`src/rtl/color_scharr_gradient_defines.svh`:
```
// Assertion macros used by the block's top-level module.
`ifndef COLOR_SCHARR_GRADIENT_DEFINES_SVH
`define COLOR_SCHARR_GRADIENT_DEFINES_SVH

`ifndef NO_ASSERTIONS
// same-cycle implication
`define CSG_ASSERT_IMP(lbl, ante, cons) \
  lbl: assert property (@(posedge clk) disable iff (!rst_n) (ante) |-> (cons)) \
    else $error("csg: implication check failed");
// next-cycle implication
`define CSG_ASSERT_NXT(lbl, ante, cons) \
  lbl: assert property (@(posedge clk) disable iff (!rst_n) (ante) |=> (cons)) \
    else $error("csg: next-cycle check failed");
`else
`define CSG_ASSERT_IMP(lbl, ante, cons)
`define CSG_ASSERT_NXT(lbl, ante, cons)
`endif

`endif

```
`src/rtl/csg_ram.sv`:
```
module csg_ram #(
  parameter int WIDTH = 8,
  parameter int DEPTH = 16
) (
  input  logic                     clk,
  input  logic                     we,
  input  logic [$clog2(DEPTH)-1:0] addr,
  input  logic [WIDTH-1:0]         wdata,
  output logic [WIDTH-1:0]         rdata
);

  logic [WIDTH-1:0] mem [DEPTH];

  always_ff @(posedge clk) begin
    if (we) begin
      mem[addr] <= wdata;
    end
    rdata <= mem[addr];
  end

endmodule

```
`config.mk`:
```
export PLATFORM = sky130hd
export DESIGN_NAME = csg_ram
export DESIGN_NICKNAME = d
export VERILOG_FILES = /design/src/rtl/color_scharr_gradient_defines.svh /design/src/rtl/csg_ram.sv
export SDC_FILE = /design/constraint.sdc
export NUM_CORES = 1
export LEC_CHECK = 0
export BUFFER_PORTS_ARGS = -buffer_cell sky130_fd_sc_hd__buf_4
export CAP_MARGIN = 40
export CORE_ASPECT_RATIO = 1.1
export CORE_UTILIZATION = 40
export CTS_BUF_LIST = sky130_fd_sc_hd__clkbuf_4 sky130_fd_sc_hd__clkbuf_8
export CTS_CLUSTER_SIZE = 24
export DETAILED_ROUTE_END_ITERATION = 10
export GPL_TIMING_DRIVEN = 1
export PLACE_DENSITY = 0.53
export SETUP_SLACK_MARGIN = 0.2
export SYNTH_ARGS = -nofsm -noshare
export SYNTH_HDL_FRONTEND = slang
export SYNTH_SLANG_ARGS = --single-unit
```
`constraint.sdc`:
```
create_clock -name clk -period 2.4 [get_ports clk]
set_clock_uncertainty 0.05 [all_clocks]
set_input_delay 0.48 -clock clk [delete_from_list [all_inputs] [get_ports clk]]
set_output_delay 0.48 -clock clk [all_outputs]
set_load 0.02 [all_outputs]
```
# After elaboration in Yosys (flattened, before gate mapping)

Memories as Yosys holds them, arrays and structs flattened. A register that Yosys moved wholly into a read port is not among the register bits.
Index checks and enable logic that the tools add are counted.
W data, S select, Z words.

Register bits: 0
Memories kept: 1
RAM bits: 128
Output and inout port bits: 8

Memories:

| name | words | width | read ports | clocked after memory_dff | wr ports | RTL line      | source |
|---|---|---|---|---|---|---|---|
| mem  | 16    | 8     | 1          | 1                        | 1        | csg_ram.sv:12 | `logic [WIDTH-1:0] mem [DEPTH];` |

Muxes and demuxes: 2

Operator list:

| operator | number |
|---|---|
| $mux W1  | 2 |

# Logic depth before layout (Yosys ltp)

Depth after elaboration: 2
Gate-level depth with buffers: 5
Gate-level depth less buffers: 3

# Least setup slack after synthesis

No wires, ideal clock.

Path kind: input-to-reg
Start point: input addr[2]
End point: memory mem[0][0] (enable)
Path slack: 0.377 ns
Path buffers: 0
Arrival time: 1.590 ns
Stages: 2
Cells stage by stage: or3b_2 nor3_1

RTL lines:

| what               | RTL line      | source |
|---|---|---|
| start: declaration | csg_ram.sv:7  | `input logic [$clog2(DEPTH)-1:0] addr,` |
| end: declaration   | csg_ram.sv:12 |  |

No word-level cell before the write port.

==> results.toml <==
[run_status]
status = "completed"

[timing]
finalSetupTns_ps = 0
clock.fmax_ghz = 0.600
maxSlewHeadroom_pct = 63.6
period_share_pct = 69.4
min_period_ps = 1670
final_hold_viol_count = 0
finalSetupViolations = 0
worstMarginPinSlew_ps = 547
final_max_slew_viol_count = 0
grt_setup_unrepaired = "false"

[global_route]
grt-ovfl-total = 0
grt_use_total_pct = 16.9
grt_pass1_vias = 2576
grt_max_degree = 40
antenna_found_initial = 0
grt_pass1_wl_mm = 15.1

[die]
dieArea_um2 = 13100
die_h_um = 120
ioPinCount = 22
rows = 42
core_um2 = 12200
start_util_pct = 41.6
die_w_um = 109

[synth]
netlist.area_leader.share_pct = 75.9
synthTopCellsByArea = "edfxtp_1 76%, mux4_2 14%, dfxtp_1 3.2%"
synthCells = 230
synth_seq_cells = 136
syn_nets = 244
avgSynthCellArea_um2 = 22.0
yosysTopAreaCell = "edfxtp_1"
synth.distinct_cells = 18
seq_area_frac_synth_pct = 79.0
synth_area_um2 = 5070
yosysWarningCount = 0

[power_and_ir_drop]
p_sw_share_pct = 19.6
p_clk_share_pct = 39.5
vdd_drop_max_mv = 0.310
p_int_mw = 3.92
sequentialPowerShare_pct = 54.8
combPwrFrac_pct = 5.8
p_leak_nw = 2.00
net-switching-power_mw = 0.956
powerDensity_nw_per_um2 = 814

[drt]
first_iter_violations = 138
viasPerCell = 5.32
wl_met3_um = 322
drcViolationCount = 0
ant_nets = 0
routedWlPerCell_um = 21.9
top_layer = "met4"
dr.pass1.iters = 4
wl_met2_mm = 5.10
dr_total_vias = 2403
wl_met1_mm = 4.25
wirelength_mm = 9.88

[clocking]
cts_tree = "yes"
cts_hold_buf = 0
cts-buffers-inserted = 17
cts_sinks = 136
cts_setup_buffers = 0
cts_resized = 0
clk_pin_slew_ps = 70
cts_root_buf = "clkbuf_8"
ctsLongestPathBuffers = 2
clock_latency_ps = 420
htreeDepth = 4

[min_path]
whs_path_depth = 1
hp-class = "input port to flip-flop"
min-delay-start = "wdata[5]"

[layout]
seqCellArea_um2 = 4000
fin_nets = 299
fin_util_pct = 49.1
drive_gt1_share_pct = 37.6
multi_input_area_um2 = 1000
area_delta_synth_final_pct = 18.1
fillers = 1016
antennaDiodeCount = 0

[placement]
post-dp-hpwl_mm = 6.35
port_buffers = 21
gp_congestion = 0.768

[job]
max_cap_violations = 0

[worst_setup_path]
critPathArrivalTime_ps = 1920
reg2reg_from = "mem[3][0]"
crit_required_ps = 2650
setup.worst_path.start_class = "input port"
critPathKind = "input port to flip-flop"
cp-end-kind = "flip-flop"
rrSetupSlack_ps = 960
critPathMaxFanout = 15
r2r_cells = 3
critPathLaunch = "addr[0]"
==> cell type report <==
cell class	count	area share, %
well taps	154	3.22
clock buffers	23	4.97
multi-input cells	83	16.8
repair buffers	47	6.10
clock inverters	9	2.07
flip-flops and latches	136	66.9
==> sequential cells by signal, indices dropped and copies added (netlist names) <==
register  count
mem         128
rdata         8
==> per-layer routing <==
layer,vias to the layer above,GRT usage (%)
met4,0,7.17
met3,16,4.51
met2,46,27.3
met5,-,0
li1,1068,-
met1,1273,21.5
==> kinds of logic after synthesis <==
| logic type | after synthesis | synth area share [%] |
|---|---|---|
| mux | 32 | 14.2 |
| compound gates | 16 | 2.37 |
| buf+inv | 11 | 1.19 |
| flops | 136 | 79.0 |
| simple gates | 35 | 3.21 |
==> cells in the final DEF, fill, tap and decap left out <==
cell type	n
clkbuf_4	3
dfxtp_1	8
buf_12	1
mux4_2	32
nand3_1	1
buf_4	46
nand2_1	9
clkbuf_8	20
nand3b_1	2
clkinv_2	5
nor2b_1	2
clkinv_4	1
and2_1	1
nor3_1	4
or3b_2	1
nor2_1	13
nand2b_1	2
bufinv_16	3
edfxtp_1	128
a22oi_1	16
==> synth_stat cells, drive strengths merged <==
| master | instances |
|---|---|
| buf | 8 |
| clkbuf | 3 |
| nor3 | 4 |
| or3b | 1 |
| mux4 | 32 |
| nand2b | 2 |
| nor2b | 2 |
| a22oi | 16 |
| nand3b | 2 |
| and2 | 1 |
| nand2 | 9 |
| nand3 | 1 |
| dfxtp | 8 |
| edfxtp | 128 |
| nor2 | 13 |
==> power by group through the flow <==
stage                     sequential (mW)  clock [mW]  combinational [mW]
after floorplan                      2.74           0               0.137
after global placement               2.72           0               0.286
after detailed placement             2.72           0               0.287
after CTS                            2.67        1.98               0.288
after global routing                 2.67        2.06               0.306
final                                2.67        1.92               0.281
==> worst paths after layout <==
kind / endpoint
setup / recovery: rdata[0]
hold / removal: mem[7][5]
setup reg to reg: rdata[0]
hold reg to reg: rdata[5]
==> metrics by stage <==
step	worst slack [ps]	hold slack (ps)	total power [mW]	instance area, um2	instances
after global routing	664	310	5.04	5990	452
after global placement	293	615	3.01	5570	420
after floorplan	377	529	2.87	5070	230
after CTS	724	297	4.93	5990	452
final	735	323	4.87	5990	452
after detailed placement	262	613	3.01	5570	420
==> critical path: stages <==
cell and delay (ps):
buf_4 290, buf_12 200, mux4_2 520, a22oi_1 320, nand2_1 90
Power figures use the tool's default switching activity.
