[src/rtl/color_scharr_gradient_defines.svh]
// Assertion macros used by the block's top-level module.
`ifndef COLOR_SCHARR_GRADIENT_DEFINES_SVH
`define COLOR_SCHARR_GRADIENT_DEFINES_SVH

`ifndef NO_ASSERTIONS
// same-cycle implication
`define CSG_ASSERT_IMP(lbl, ante, cons) \
  lbl: assert property (@(posedge clk) disable iff (!rst_n) (ante) |-> (cons)) \
    else $error("csg: implication check failed");
// next-cycle implication
`define CSG_ASSERT_NXT(lbl, ante, cons) \
  lbl: assert property (@(posedge clk) disable iff (!rst_n) (ante) |=> (cons)) \
    else $error("csg: next-cycle check failed");
`else
`define CSG_ASSERT_IMP(lbl, ante, cons)
`define CSG_ASSERT_NXT(lbl, ante, cons)
`endif

`endif

[src/rtl/csg_pkg.sv]
package csg_pkg;

  localparam int CHANNELS     = 3;
  localparam int MAX_WIDTH    = 4096;
  localparam int CH_W         = 16;
  localparam int PIX_W        = CHANNELS * CH_W + 1;
  localparam int COL_W        = 12;
  localparam int DIM_W        = 13;
  localparam int G_W          = 21;
  localparam int SQH_W        = 41;
  localparam int NC_W         = 42;
  localparam int SQ_IN_W      = 44;
  localparam int SQ_STEPS     = SQ_IN_W / 2;
  localparam int ROOT_W       = 22;
  localparam int REM_W        = 24;
  localparam int S_W          = 21;
  localparam int P_W          = 43;
  localparam int CS_W         = 45;
  localparam int CX_W         = 47;
  localparam int Z_W          = 34;
  localparam int CORDIC_STEPS = 20;
  localparam int MAG_W        = 22;
  localparam int DIR_W        = 16;
  localparam int ADDR_W       = 4;
  localparam int DATA_W       = 32;

  localparam logic [1:0] REG_WIDTH  = 2'd0;
  localparam logic [1:0] REG_HEIGHT = 2'd1;
  localparam logic [1:0] REG_AXIAL  = 2'd2;

  localparam logic [DIM_W-1:0] WIDTH_RST  = 13'd640;
  localparam logic [DIM_W-1:0] HEIGHT_RST = 13'd480;
  localparam logic [DIM_W-1:0] DIM_MIN    = 13'd3;
  localparam logic [DIM_W-1:0] DIM_MAX    = 13'd4096;

  localparam logic signed [Z_W-1:0] PI_UNITS = 34'sh080000000;
  localparam logic signed [Z_W-1:0] Z_ROUND  = 34'sd32768;

  typedef logic signed [CH_W-1:0] chan_t;

  typedef struct packed {
    logic                           valid;
    logic [CHANNELS-1:0][CH_W-1:0]  ch;
  } pixel_t;

  typedef struct packed {
    chan_t l0, l1, l2, m0, m2, r0, r1, r2;
  } lane_win_t;

  typedef enum logic [2:0] {
    ST_IDLE,
    ST_READ,
    ST_LANE,
    ST_MERGE,
    ST_EMIT
  } state_t;

  function automatic logic [30:0] atan_entry(input logic [4:0] i);
    logic [30:0] v;
    case (i)
      5'd0:    v = 31'd536870912;
      5'd1:    v = 31'd316933406;
      5'd2:    v = 31'd167458907;
      5'd3:    v = 31'd85004756;
      5'd4:    v = 31'd42667331;
      5'd5:    v = 31'd21354465;
      5'd6:    v = 31'd10679838;
      5'd7:    v = 31'd5340245;
      5'd8:    v = 31'd2670163;
      5'd9:    v = 31'd1335087;
      5'd10:   v = 31'd667544;
      5'd11:   v = 31'd333772;
      5'd12:   v = 31'd166886;
      5'd13:   v = 31'd83443;
      5'd14:   v = 31'd41722;
      5'd15:   v = 31'd20861;
      5'd16:   v = 31'd10430;
      5'd17:   v = 31'd5215;
      5'd18:   v = 31'd2608;
      5'd19:   v = 31'd1304;
      default: v = 31'd0;
    endcase
    return v;
  endfunction

endpackage

[src/rtl/csg_isqrt.sv]
module csg_isqrt (
  input  logic                          clk,
  input  logic                          rst_n,
  input  logic                          start_i,
  input  logic [csg_pkg::SQ_IN_W-1:0]   value_i,
  output logic                          done_o,
  output logic [csg_pkg::ROOT_W-1:0]    root_o
);
  import csg_pkg::*;

  logic [SQ_IN_W-1:0] val_r, val_nxt;
  logic [REM_W-1:0]   rem_r, rem_nxt;
  logic [ROOT_W-1:0]  root_r, root_nxt;
  logic [4:0]         cnt_r, cnt_nxt;
  logic               run_r, run_nxt;
  logic               done_r, done_nxt;
  logic [REM_W+1:0]   cand, trial;

  // one root bit per cycle, two radicand bits shifted in
  always_comb begin
    cand     = {rem_r, val_r[SQ_IN_W-1 -: 2]};
    trial    = {2'b00, root_r, 2'b01};
    val_nxt  = val_r;
    rem_nxt  = rem_r;
    root_nxt = root_r;
    cnt_nxt  = cnt_r;
    run_nxt  = run_r;
    done_nxt = 1'b0;
    if (start_i) begin
      val_nxt  = value_i;
      rem_nxt  = '0;
      root_nxt = '0;
      cnt_nxt  = '0;
      run_nxt  = 1'b1;
    end else if (run_r) begin
      val_nxt = {val_r[SQ_IN_W-3:0], 2'b00};
      if (cand >= trial) begin
        rem_nxt  = REM_W'(cand - trial);
        root_nxt = {root_r[ROOT_W-2:0], 1'b1};
      end else begin
        rem_nxt  = REM_W'(cand);
        root_nxt = {root_r[ROOT_W-2:0], 1'b0};
      end
      cnt_nxt = cnt_r + 5'd1;
      if (cnt_r == 5'(SQ_STEPS - 1)) begin
        run_nxt  = 1'b0;
        done_nxt = 1'b1;
      end
    end
  end

  always_ff @(posedge clk) begin
    if (!rst_n) begin
      run_r  <= 1'b0;
      done_r <= 1'b0;
      cnt_r  <= '0;
    end else begin
      run_r  <= run_nxt;
      done_r <= done_nxt;
      cnt_r  <= cnt_nxt;
    end
    val_r  <= val_nxt;
    rem_r  <= rem_nxt;
    root_r <= root_nxt;
  end

  assign done_o = done_r;
  assign root_o = root_r;

endmodule

[src/rtl/csg_merge.sv]
module csg_merge (
  input  logic                                           clk,
  input  logic                                           rst_n,
  input  logic                                           start_i,
  input  logic [csg_pkg::CHANNELS-1:0][csg_pkg::NC_W-1:0] nc_i,
  input  logic [csg_pkg::CHANNELS-1:0][csg_pkg::P_W-1:0]  px_i,
  input  logic [csg_pkg::CHANNELS-1:0][csg_pkg::P_W-1:0]  py_i,
  output logic                                           done_o,
  output logic [csg_pkg::MAG_W-1:0]                      mag_o,
  output logic [csg_pkg::DIR_W-1:0]                      dir_o
);
  import csg_pkg::*;

  logic [SQ_IN_W-1:0]     sum_c, sum_r;
  logic signed [CS_W-1:0] cs_c, sn_c, cs_r, sn_r;
  logic                   load_r, cd_run_r, zero_r, done_r;
  logic [4:0]             cd_cnt_r;
  logic signed [CX_W-1:0] x_r, y_r, x_nxt, y_nxt, x0, y0, xs, ys;
  logic signed [Z_W-1:0]  z_r, z_nxt, z_rnd, atan_v;
  logic                   sq_done;
  logic [ROOT_W-1:0]      root;
  logic [DIR_W-1:0]       dir_r;

  always_comb begin
    sum_c = '0;
    cs_c  = '0;
    sn_c  = '0;
    for (int c = 0; c < CHANNELS; c++) begin
      sum_c = sum_c + SQ_IN_W'(nc_i[c]);
      cs_c  = cs_c + CS_W'($signed(px_i[c]));
      sn_c  = sn_c + CS_W'($signed(py_i[c]));
    end
  end

  // CORDIC vectoring: drive y to zero, accumulate the angle in z
  always_comb begin
    x0     = CX_W'(cs_r);
    y0     = CX_W'(sn_r);
    xs     = x_r >>> cd_cnt_r;
    ys     = y_r >>> cd_cnt_r;
    atan_v = Z_W'(atan_entry(cd_cnt_r));
    x_nxt  = x_r;
    y_nxt  = y_r;
    z_nxt  = z_r;
    if (load_r) begin
      if (cs_r < 0) begin
        x_nxt = -x0;
        y_nxt = -y0;
        z_nxt = (sn_r >= 0) ? PI_UNITS : -PI_UNITS;
      end else begin
        x_nxt = x0;
        y_nxt = y0;
        z_nxt = '0;
      end
    end else if (cd_run_r) begin
      if (y_r > 0) begin
        x_nxt = x_r + ys;
        y_nxt = y_r - xs;
        z_nxt = z_r + atan_v;
      end else begin
        x_nxt = x_r - ys;
        y_nxt = y_r + xs;
        z_nxt = z_r - atan_v;
      end
    end
    z_rnd = z_r + Z_ROUND;
  end

  always_ff @(posedge clk) begin
    if (!rst_n) begin
      load_r   <= 1'b0;
      cd_run_r <= 1'b0;
      cd_cnt_r <= '0;
      done_r   <= 1'b0;
    end else begin
      load_r <= start_i;
      done_r <= sq_done;
      if (load_r) begin
        cd_run_r <= 1'b1;
        cd_cnt_r <= '0;
      end else if (cd_run_r) begin
        cd_cnt_r <= cd_cnt_r + 5'd1;
        if (cd_cnt_r == 5'(CORDIC_STEPS - 1)) begin
          cd_run_r <= 1'b0;
        end
      end
    end
    if (start_i) begin
      sum_r <= sum_c;
      cs_r  <= cs_c;
      sn_r  <= sn_c;
    end
    if (load_r) begin
      zero_r <= (cs_r == '0) && (sn_r == '0);
    end
    x_r <= x_nxt;
    y_r <= y_nxt;
    z_r <= z_nxt;
    // the root takes longer than the CORDIC, so z is final here
    if (sq_done) begin
      dir_r <= zero_r ? '0 : z_rnd[DIR_W+15:16];
    end
  end

  csg_isqrt u_isqrt (
    .clk     (clk),
    .rst_n   (rst_n),
    .start_i (load_r),
    .value_i (sum_r),
    .done_o  (sq_done),
    .root_o  (root)
  );

  assign done_o = done_r;
  assign mag_o  = root;
  assign dir_o  = dir_r;

endmodule

[config.mk]
export PLATFORM = sky130hd
export DESIGN_NAME = csg_merge
export DESIGN_NICKNAME = d
export VERILOG_FILES = /design/src/rtl/color_scharr_gradient_defines.svh /design/src/rtl/csg_pkg.sv /design/src/rtl/csg_isqrt.sv /design/src/rtl/csg_merge.sv
export SDC_FILE = /design/constraint.sdc
export NUM_CORES = 2
export LEC_CHECK = 0
export ABC_AREA = 1
export ABC_CLOCK_PERIOD_IN_PS = 7150
export BUFFER_PORTS_ARGS = -buffer_cell sky130_fd_sc_hd__buf_4
export CELL_PAD_IN_SITES_DETAIL_PLACEMENT = 1
export CELL_PAD_IN_SITES_GLOBAL_PLACEMENT = 1
export CORE_MARGIN = 1.5
export CORE_UTILIZATION = 40
export DETAILED_ROUTE_END_ITERATION = 12
export PLACE_DENSITY_LB_ADDON = 0.1
export SYNTH_ARGS = -nofsm -noshare
export SYNTH_HDL_FRONTEND = slang
export SYNTH_HIERARCHICAL = 1
export SYNTH_SLANG_ARGS = --single-unit
export TNS_END_PERCENT = 10
[constraint.sdc]
create_clock -name clk -period 7.15 [get_ports clk]
set_clock_uncertainty 0.2 [all_clocks]
set_input_delay 1.0725 -clock clk [delete_from_list [all_inputs] [get_ports clk]]
set_output_delay 1.0725 -clock clk [all_outputs]
set_load 0.03 [all_outputs]
### Yosys cells after proc, flatten, opt, wreduce, memory -nomap -nowiden

Memories as Yosys holds them, arrays and structs flattened. A register that Yosys moved wholly into a read port is not among the register bits.
Index checks and enable logic that the tools add are counted.

| cells by class | value |
|---|---|
| add/sub/neg operators | 18 |
| $lt $le $gt $ge | 4 |
| equal/unequal tests | 2 |
| shift operators | 2 |
| multiplexer cells | 26 |
| bitwise logic cells | 2 |
| reduce and logical (&&, ||, !) cells | 7 |

Operators with widths:

| cell | count |
|---|---|
| 47-bit 2-to-1 mux | 8 |
| 34-bit 2-to-1 mux | 5 |
| 47-bit adder | 2 |
| 45-bit negator with 47-bit output | 2 |
| 47-bit by 5-bit >>> shifter with 47-bit output | 2 |
| 47-bit subtractor | 2 |
| 44-bit by 43-bit adder with 45-bit output | 2 |
| 45-bit logical NOT | 2 |
| 43-bit by 43-bit adder with 44-bit output | 2 |
| 44-bit 2-to-1 mux | 2 |
| 47-bit by 1-bit greater-than comparator with 1-bit output (second input constant) | 1 |
| 45-bit by 1-bit >= comparator with 1-bit output (second input constant) | 1 |
| 45-bit by 1-bit < comparator with 1-bit output (second input constant) | 1 |
| 43-bit by 42-bit adder with 44-bit output | 1 |
| 42-bit by 42-bit adder with 43-bit output | 1 |
| 34-bit by 32-bit adder with 34-bit output | 1 |
| 34-bit by 32-bit subtractor with 34-bit output | 1 |
| 32-bit by 17-bit adder with 32-bit output (second input constant) | 1 |
| 26-bit by 24-bit >= comparator with 1-bit output | 1 |
| 24-bit 2-to-1 mux | 1 |
| 24-bit subtractor | 1 |
| 5-bit by 1-bit adder with 5-bit output (second input constant) | 2 |
| 5-bit == test (second input constant) | 2 |
| 5-bit 2-to-1 mux | 2 |
| 6 further kinds | 15 |

| word-level totals | value |
|---|---|
| register bits | 384 |
| bits in read-only memories | 960 |
| bits of input ports | 387 |
| output and inout port bits | 39 |
| word-level logic and storage cells | 80 |
| memories | 1 |

Memories:

| name | words | bits a word | read ports | clocked after memory_dff | wr ports | RTL line | source |
|---|---|---|---|---|---|---|---|
| (no name shown) | 32 | 30 | 1 | 1 | 0 | csg_pkg.sv:60 | `case (i)` |

### Depth between registers and ports, before layout

| depth | value |
|---|---|
| word-level depth | 5 |
| gate-level depth with buffers | 39 |

### Cells and area by module

The synthesis kept the hierarchy.

By module, submodules not included:

| module | times used | cells each | area each (µm²) | sequential area each (µm²) |
|---|---|---|---|---|
| csg_merge | 1 | 5829 | 39690.6 | 9078.7 |
| csg_isqrt | 1 | 831 | 5780.5 | 2382.3 |

### Worst setup path after synthesis

Ideal clock, no wire load.

| timing path | value |
|---|---|
| kind | register to register |
| start point | register cd_cnt_r[0] |
| end point | register x_r[43], data pin |
| data arrival time | 4.019 ns |
| required time | 6.697 ns |
| slack | 2.679 ns |
| stages on the path, launching flop included | 30 |
| path buffers | 2 |
| period minus slack after synthesis | 4.471 ns |
| cells stage by stage | dfxtp_1 -> buf_6 -> buf_6 -> or2_1 -> o21ai_2 -> nand2_1 -> nand3_1 -> nand3_2 -> a31oi_4 -> ha_1 -> nand3_1 -> nor2_4 -> nand2_2 -> nor2_1 -> nor2_1 -> a21oi_1 -> xnor2_1 -> ha_1 -> nand2_1 -> nor2_1 -> inv_1 -> nor3_1 -> a21oi_1 -> o21ai_0 -> nand2_1 -> o21ai_0 -> a21oi_1 -> xor2_1 -> nand2_1 -> nand2_1 |

| between the ends | value |
|---|---|
| longest elaborated chain between the ends | 5 |
| elaborated cells between the ends (all ways) | 6 |
| classes of those cells | add/sub: 2; shift: 1; mux: 3 |

Ends and longest elaborated chain:

| item | RTL line | source |
|---|---|---|
| start, declared | csg_merge.sv:17 | `logic [4:0] cd_cnt_r;` |
| start signal, assigned | csg_merge.sv:82 | `cd_cnt_r <= cd_cnt_r + 5'd1;` |
| 47-bit by 5-bit >>> shifter with 47-bit output * | csg_merge.sv:40 | `ys = y_r >>> cd_cnt_r;` |
| 47-bit subtractor or 47-bit adder (tied branches) | csg_merge.sv:61, csg_merge.sv:57 |  |
| 47-bit 2-to-1 mux * | csg_merge.sv:56 | `if (y_r > 0) begin` |
| 47-bit 2-to-1 mux * | csg_merge.sv:55 | `end else if (cd_run_r) begin` |
| 47-bit 2-to-1 mux * | csg_merge.sv:45 | `if (load_r) begin` |
| net x_nxt[43] | csg_merge.sv:18 | `logic signed [CX_W-1:0] x_r, y_r, x_nxt, y_nxt, x0, y0, xs, ys;` |
| end signal, assigned | csg_merge.sv:96 | `x_r <= x_nxt;` |
| end, declared | csg_merge.sv:18 |  |

The timed path passes the listed nets; every way through them passes the cells marked *. The select of a mux whose other input is x is not followed.
A chain may end at the register's enable or synchronous reset.

### Worst setup path in the final report

| timing path | value |
|---|---|
| start point | register cd_cnt_r[0] |
| end point | register y_r[32], data pin |

| between the ends | value |
|---|---|
| longest elaborated chain between the ends | 5 |
| elaborated cells between the ends (all ways) | 6 |
| classes of those cells | add/sub: 2; shift: 1; mux: 3 |

Ends and longest elaborated chain:

| item | RTL line | source |
|---|---|---|
| 47-bit by 5-bit >>> shifter with 47-bit output * | csg_merge.sv:39 | `xs = x_r >>> cd_cnt_r;` |
| 47-bit adder or 47-bit subtractor (tied branches) | csg_merge.sv:62, csg_merge.sv:58 |  |
| 47-bit 2-to-1 mux * | csg_merge.sv:56 |  |
| 47-bit 2-to-1 mux * | csg_merge.sv:55 |  |
| 47-bit 2-to-1 mux * | csg_merge.sv:45 |  |
| net y_nxt[32] | csg_merge.sv:18 |  |
| end signal, assigned | csg_merge.sv:97 | `y_r <= y_nxt;` |
| end, declared | csg_merge.sv:18 |  |

Marked as above.

==> impl_table.tex <==
\begin{tabular}{lr}
\hline
Metric & Value \\
\hline
\multicolumn{2}{l}{\textbf{Cells and area}} \\
Reg area & 11,470 um\^{}2 \\
Area of combinational cells with multiple inputs & 30,260 um\^{}2 \\
Post-synthesis to final-layout area growth & 13.72\% \\
Final instance area & 51,710 um\^{}2 \\
Core Util, Final & 45.90\% \\
Nets & 7,821 \\
Fillers & 14,781 \\
Share of cells above drive strength 1 & 10.30\% \\
\multicolumn{2}{l}{\textbf{Critical path}} \\
Highest net fanout along the worst path & 61 \\
Required time at the worst-slack endpoint & 7190 ps \\
Category of the worst setup path launch point & register \\
Kind of end point of the critical path & register \\
Kind of critical path & register to register \\
Arr. time, crit path & 6900 ps \\
Register-to-register setup slack & 290 ps \\
\multicolumn{2}{l}{\textbf{Timing}} \\
RSZ-0062 raised after global routing & true \\
Maximum frequency from static timing analysis & 0.1457 GHz \\
Slew at the pin closest to its max-slew limit & 1164 ps \\
Final cycle utilization of the critical path & 96.00\% \\
Crit path setup slack, layout & 285.8 ps \\
Worst slew margin & 22.39\% \\
Minimum clock period & 6864 ps \\
Max Slew Vio Count & 0 \\
Final count of hold timing violations & 0 \\
Setup Viol. Count Final & 0 \\
Worst-case hold slack & 283.3 ps \\
\multicolumn{2}{l}{\textbf{CTS}} \\
Clock root buffer & sky130\_fd\_sc\_hd\_\_clkbuf\_16 \\
Clock tree from TritonCTS & yes \\
CTS Sinks & 412 \\
Clock tree buffer depth & 3 \\
Clock edge transition at the registers on the reported setup and hold paths & 70 ps \\
Num CTS Buffers & 50 \\
Number of buffers inserted for hold repair after clock tree synthesis & 0 \\
Buffer count from post-CTS setup fixing & 0 \\
Clock H-tree levels & 2 \\
Insertion delay of the later-clocked pin in the worst-skew pair & 680 ps \\
\multicolumn{2}{l}{\textbf{Synthesis}} \\
Mapped Nets & 7,483 \\
Share of async-settable or async-resettable flops after synthesis & 0\% \\
Number of warnings printed during yosys synthesis & 6 \\
Sequential-to-total area share from yosys stat & 25.20\% \\
Post-Synthesis Cells & 6,660 \\
Portion of synthesized cell area occupied by the leading cell type & 21.20\% \\
EDFF count, synth & 321 \\
Number of distinct standard cells referenced by the synthesized netlist & 68 \\
Synthesized area & 45,470 um\^{}2 \\
Most common cell in the synthesized netlist & sky130\_fd\_sc\_hd\_\_nand2\_1 \\
Most frequent cells after synthesis & sky130\_fd\_sc\_hd\_\_nand2\_1 (1,681), sky130\_fd\_sc\_hd\_\_inv\_1 (728), sky130\_fd\_sc\_hd\_\_nand3\_1 (660) \\
\#FFs+latches synth & 412 \\
Library cell with the largest summed area after synthesis & sky130\_fd\_sc\_hd\_\_edfxtp\_1 \\
Cell types occupying the most area after synthesis & sky130\_fd\_sc\_hd\_\_edfxtp\_1 (21\%), sky130\_fd\_sc\_hd\_\_nand2\_1 (14\%), sky130\_fd\_sc\_hd\_\_ha\_1 (8.3\%) \\
Primary FF master, synth & sky130\_fd\_sc\_hd\_\_edfxtp\_1 \\
Syn\_area\_per\_cell & 6.827 um\^{}2 \\
\multicolumn{2}{l}{\textbf{Detailed routing}} \\
Post-DR vias/cell & 5.587 \\
Routed Antenna Nets & 0 \\
Drt wl/cell & 21.61 um \\
Via count & 47,697 \\
Number of optimization iterations in the first detailed-route pass & 5 \\
Initial drt markers & 3,273 \\
Total Wirelength & 184,400 um \\
Detailed-route DRC error count & 0 \\
\multicolumn{2}{l}{\textbf{Place}} \\
Final weighted congestion of routability-driven global placement & 0.9956 \\
Estimated wirelength of the detail-placed design & 153,700 um \\
Number of buffer cells added on primary ports & 425 \\
Total placed instance area & 50,050 um\^{}2 \\
Minimum setup slack after placement & 215.4 ps \\
\multicolumn{2}{l}{\textbf{Run status}} \\
Run status & complete, no violations \\
\multicolumn{2}{l}{\textbf{Power and ir drop}} \\
Overall power of the completed layout & 26.36 mW \\
Largest vdd supply drop & 208.7 uV \\
Pwr Density & 509.7 nW/um\^{}2 \\
P\_leak & 23.62 nW \\
\multicolumn{2}{l}{\textbf{Die}} \\
Die ar. & 115,700 um\^{}2 \\
Die X-Extent & 340.2 um \\
Placeable Area & 112,700 um\^{}2 \\
Number of placement rows & 123 \\
Die boundary height & 340.2 um \\
Effective utilization at floorplan & 40.36\% \\
Top-level I/O count & 426 \\
\multicolumn{2}{l}{\textbf{Global route}} \\
Total track usage & 31.15\% \\
Number of antenna violations at the first check in global routing & 5 \\
Total congestion overflow after global routing & 0 \\
Largest net degree at the start of global routing & 102 \\
Vias in the first global route & 48,517 \\
Wire length of the first global-routing pass & 283,400 um \\
\multicolumn{2}{l}{\textbf{Run}} \\
Number of violations of the max-capacitance limit & 0 \\
\multicolumn{2}{l}{\textbf{Worst hold path}} \\
Path type of the worst min-delay path & register to register \\
\hline
\end{tabular}
repair_timing:
| action | 4_1_cts | 5_1_grt |
|---|---|---|
| endpoints found under the hold margin | 0 | 0 |
| gates resized for setup | 0 | 2 |
| setup endpoints to repair | 0 | 2 |
sequential cells by signal (all words and copies together), names as in the netlist, 5 cells and up:
register	cells
x_r	47
y_r	47
cs_r	45
sn_r	45
sum_r	44
u_isqrt/val_r	44
z_r	32
atan_v	30
u_isqrt/rem_r	24
u_isqrt/root_o	22
dir_o	16
cd_cnt_r	5
u_isqrt/cnt_r	5
stage by stage:
| stage | std cells | setup TNS, ps |
|---|---|---|
| global route | 8536 | -25.93 |
| CTS | 8536 | 0 |
| detailed placement | 8446 | 0 |
| global placement | 8446 | 0 |
| floorplan | 6660 | 0 |
| finish | 8537 | 0 |
critical path, cell delays in order (launching register included):
cell	delay, ps
sky130_fd_sc_hd__dfxtp_4	360
sky130_fd_sc_hd__inv_2	800
sky130_fd_sc_hd__buf_4	370
sky130_fd_sc_hd__nand2_1	110
sky130_fd_sc_hd__nand3_1	120
sky130_fd_sc_hd__nand3_1	170
sky130_fd_sc_hd__nand3_1	190
sky130_fd_sc_hd__nand2_1	90
sky130_fd_sc_hd__nand2_1	170
sky130_fd_sc_hd__nand2_2	130
sky130_fd_sc_hd__nand2_1	120
sky130_fd_sc_hd__nor2_1	60
sky130_fd_sc_hd__nand2_1	80
sky130_fd_sc_hd__nor2_2	60
sky130_fd_sc_hd__nand2_1	110
sky130_fd_sc_hd__o21ai_1	100
sky130_fd_sc_hd__xor2_1	200
sky130_fd_sc_hd__ha_1	380
sky130_fd_sc_hd__a21oi_1	310
sky130_fd_sc_hd__inv_1	70
sky130_fd_sc_hd__a21oi_1	280
sky130_fd_sc_hd__o21ai_0	210
sky130_fd_sc_hd__a21o_1	200
sky130_fd_sc_hd__a31oi_2	350
sky130_fd_sc_hd__o21bai_1	150
sky130_fd_sc_hd__o21ai_0	530
sky130_fd_sc_hd__o21ai_1	450
placed cells by master, fill, tap and decap left out, types with 15 or more instances in the layout:
master / Yosys / routed
sky130_fd_sc_hd__buf_4: 11 / 464
sky130_fd_sc_hd__nand4_1: 60 / 60
sky130_fd_sc_hd__inv_2: 21 / 24
sky130_fd_sc_hd__a21oi_1: 522 / 522
sky130_fd_sc_hd__nor2_1: 640 / 640
sky130_fd_sc_hd__o22ai_1: 34 / 34
sky130_fd_sc_hd__o211ai_1: 29 / 29
sky130_fd_sc_hd__fa_1: 134 / 134
sky130_fd_sc_hd__clkbuf_16: 0 / 52
sky130_fd_sc_hd__inv_1: 728 / 725
sky130_fd_sc_hd__ha_1: 302 / 302
sky130_fd_sc_hd__o31ai_1: 15 / 15
sky130_fd_sc_hd__nand2_1: 1681 / 1680
sky130_fd_sc_hd__xor2_1: 143 / 143
sky130_fd_sc_hd__nor3_1: 77 / 77
sky130_fd_sc_hd__xnor2_1: 123 / 123
sky130_fd_sc_hd__o21ai_0: 382 / 381
sky130_fd_sc_hd__nor4_1: 50 / 49
sky130_fd_sc_hd__nor2_2: 25 / 25
sky130_fd_sc_hd__nand2_2: 50 / 50
sky130_fd_sc_hd__o21a_1: 46 / 46
sky130_fd_sc_hd__edfxtp_1: 321 / 321
sky130_fd_sc_hd__a31oi_1: 105 / 104
sky130_fd_sc_hd__o21ai_1: 54 / 55
sky130_fd_sc_hd__nand3_1: 660 / 660
sky130_fd_sc_hd__dfxtp_1: 91 / 85
cell type report:
class | count | share of cell area, %
Antenna cell | 1 | 0.004839
Clock inverter | 26 | 0.5589
Timing Repair Buffer | 471 | 6.990
Sequential cell | 412 | 22.19
Inverter | 754 | 5.478
Tap cell | 1500 | 3.629
Multi-Input combinational cell | 5309 | 58.51
Clock buffer | 64 | 2.642
path summary, 6_finish.rpt:
| path | cells after the start | startpoint | endpoint |
|---|---|---|---|
| worst max register to register | 26 | cd_cnt_r[0] | y_r[32] |
| worst min register to register | 2 | u_isqrt/rem_r[6] | u_isqrt/rem_r[6] |
| worst min-delay path | 2 | u_isqrt/rem_r[6] | u_isqrt/rem_r[6] |
| worst max-delay path | 26 | cd_cnt_r[0] | y_r[32] |
kinds of logic (layout without fill, tap and decap cells):
kind of cell | count (synthesis) | in the layout | share of synthesized area [%]
DFF | 412 | 412 | 25.20
buffers and inverters | 939 | 1315 | 8.302
and+or+nand+nor | 3329 | 3329 | 31.48
AOI/OAI and AO/OA | 1278 | 1278 | 15.68
xor gates and xnor gates | 266 | 266 | 5.124
adders and majority gates | 436 | 436 | 14.21
other | 0 | 1 | 0
power by group:
group | switching (mW) | total [mW] | internal [mW] | leakage (nW)
clock network | 1.12 | 2.63 | 1.50 | 0.797
logic | 13.0 | 18.9 | 5.96 | 19.0
registers | 0.951 | 4.80 | 3.85 | 3.86
total | 15.0 | 26.4 | 11.3 | 23.6
per-layer routing:
metal / track usage, % / routed length, um
met5: 0 / 0
met4: 6.556 / 4001
met3: 3.982 / 10280
met2: 50.18 / 82790
met1: 44.51 / 87380
Note: power is estimated with default switching activity, not from simulation.
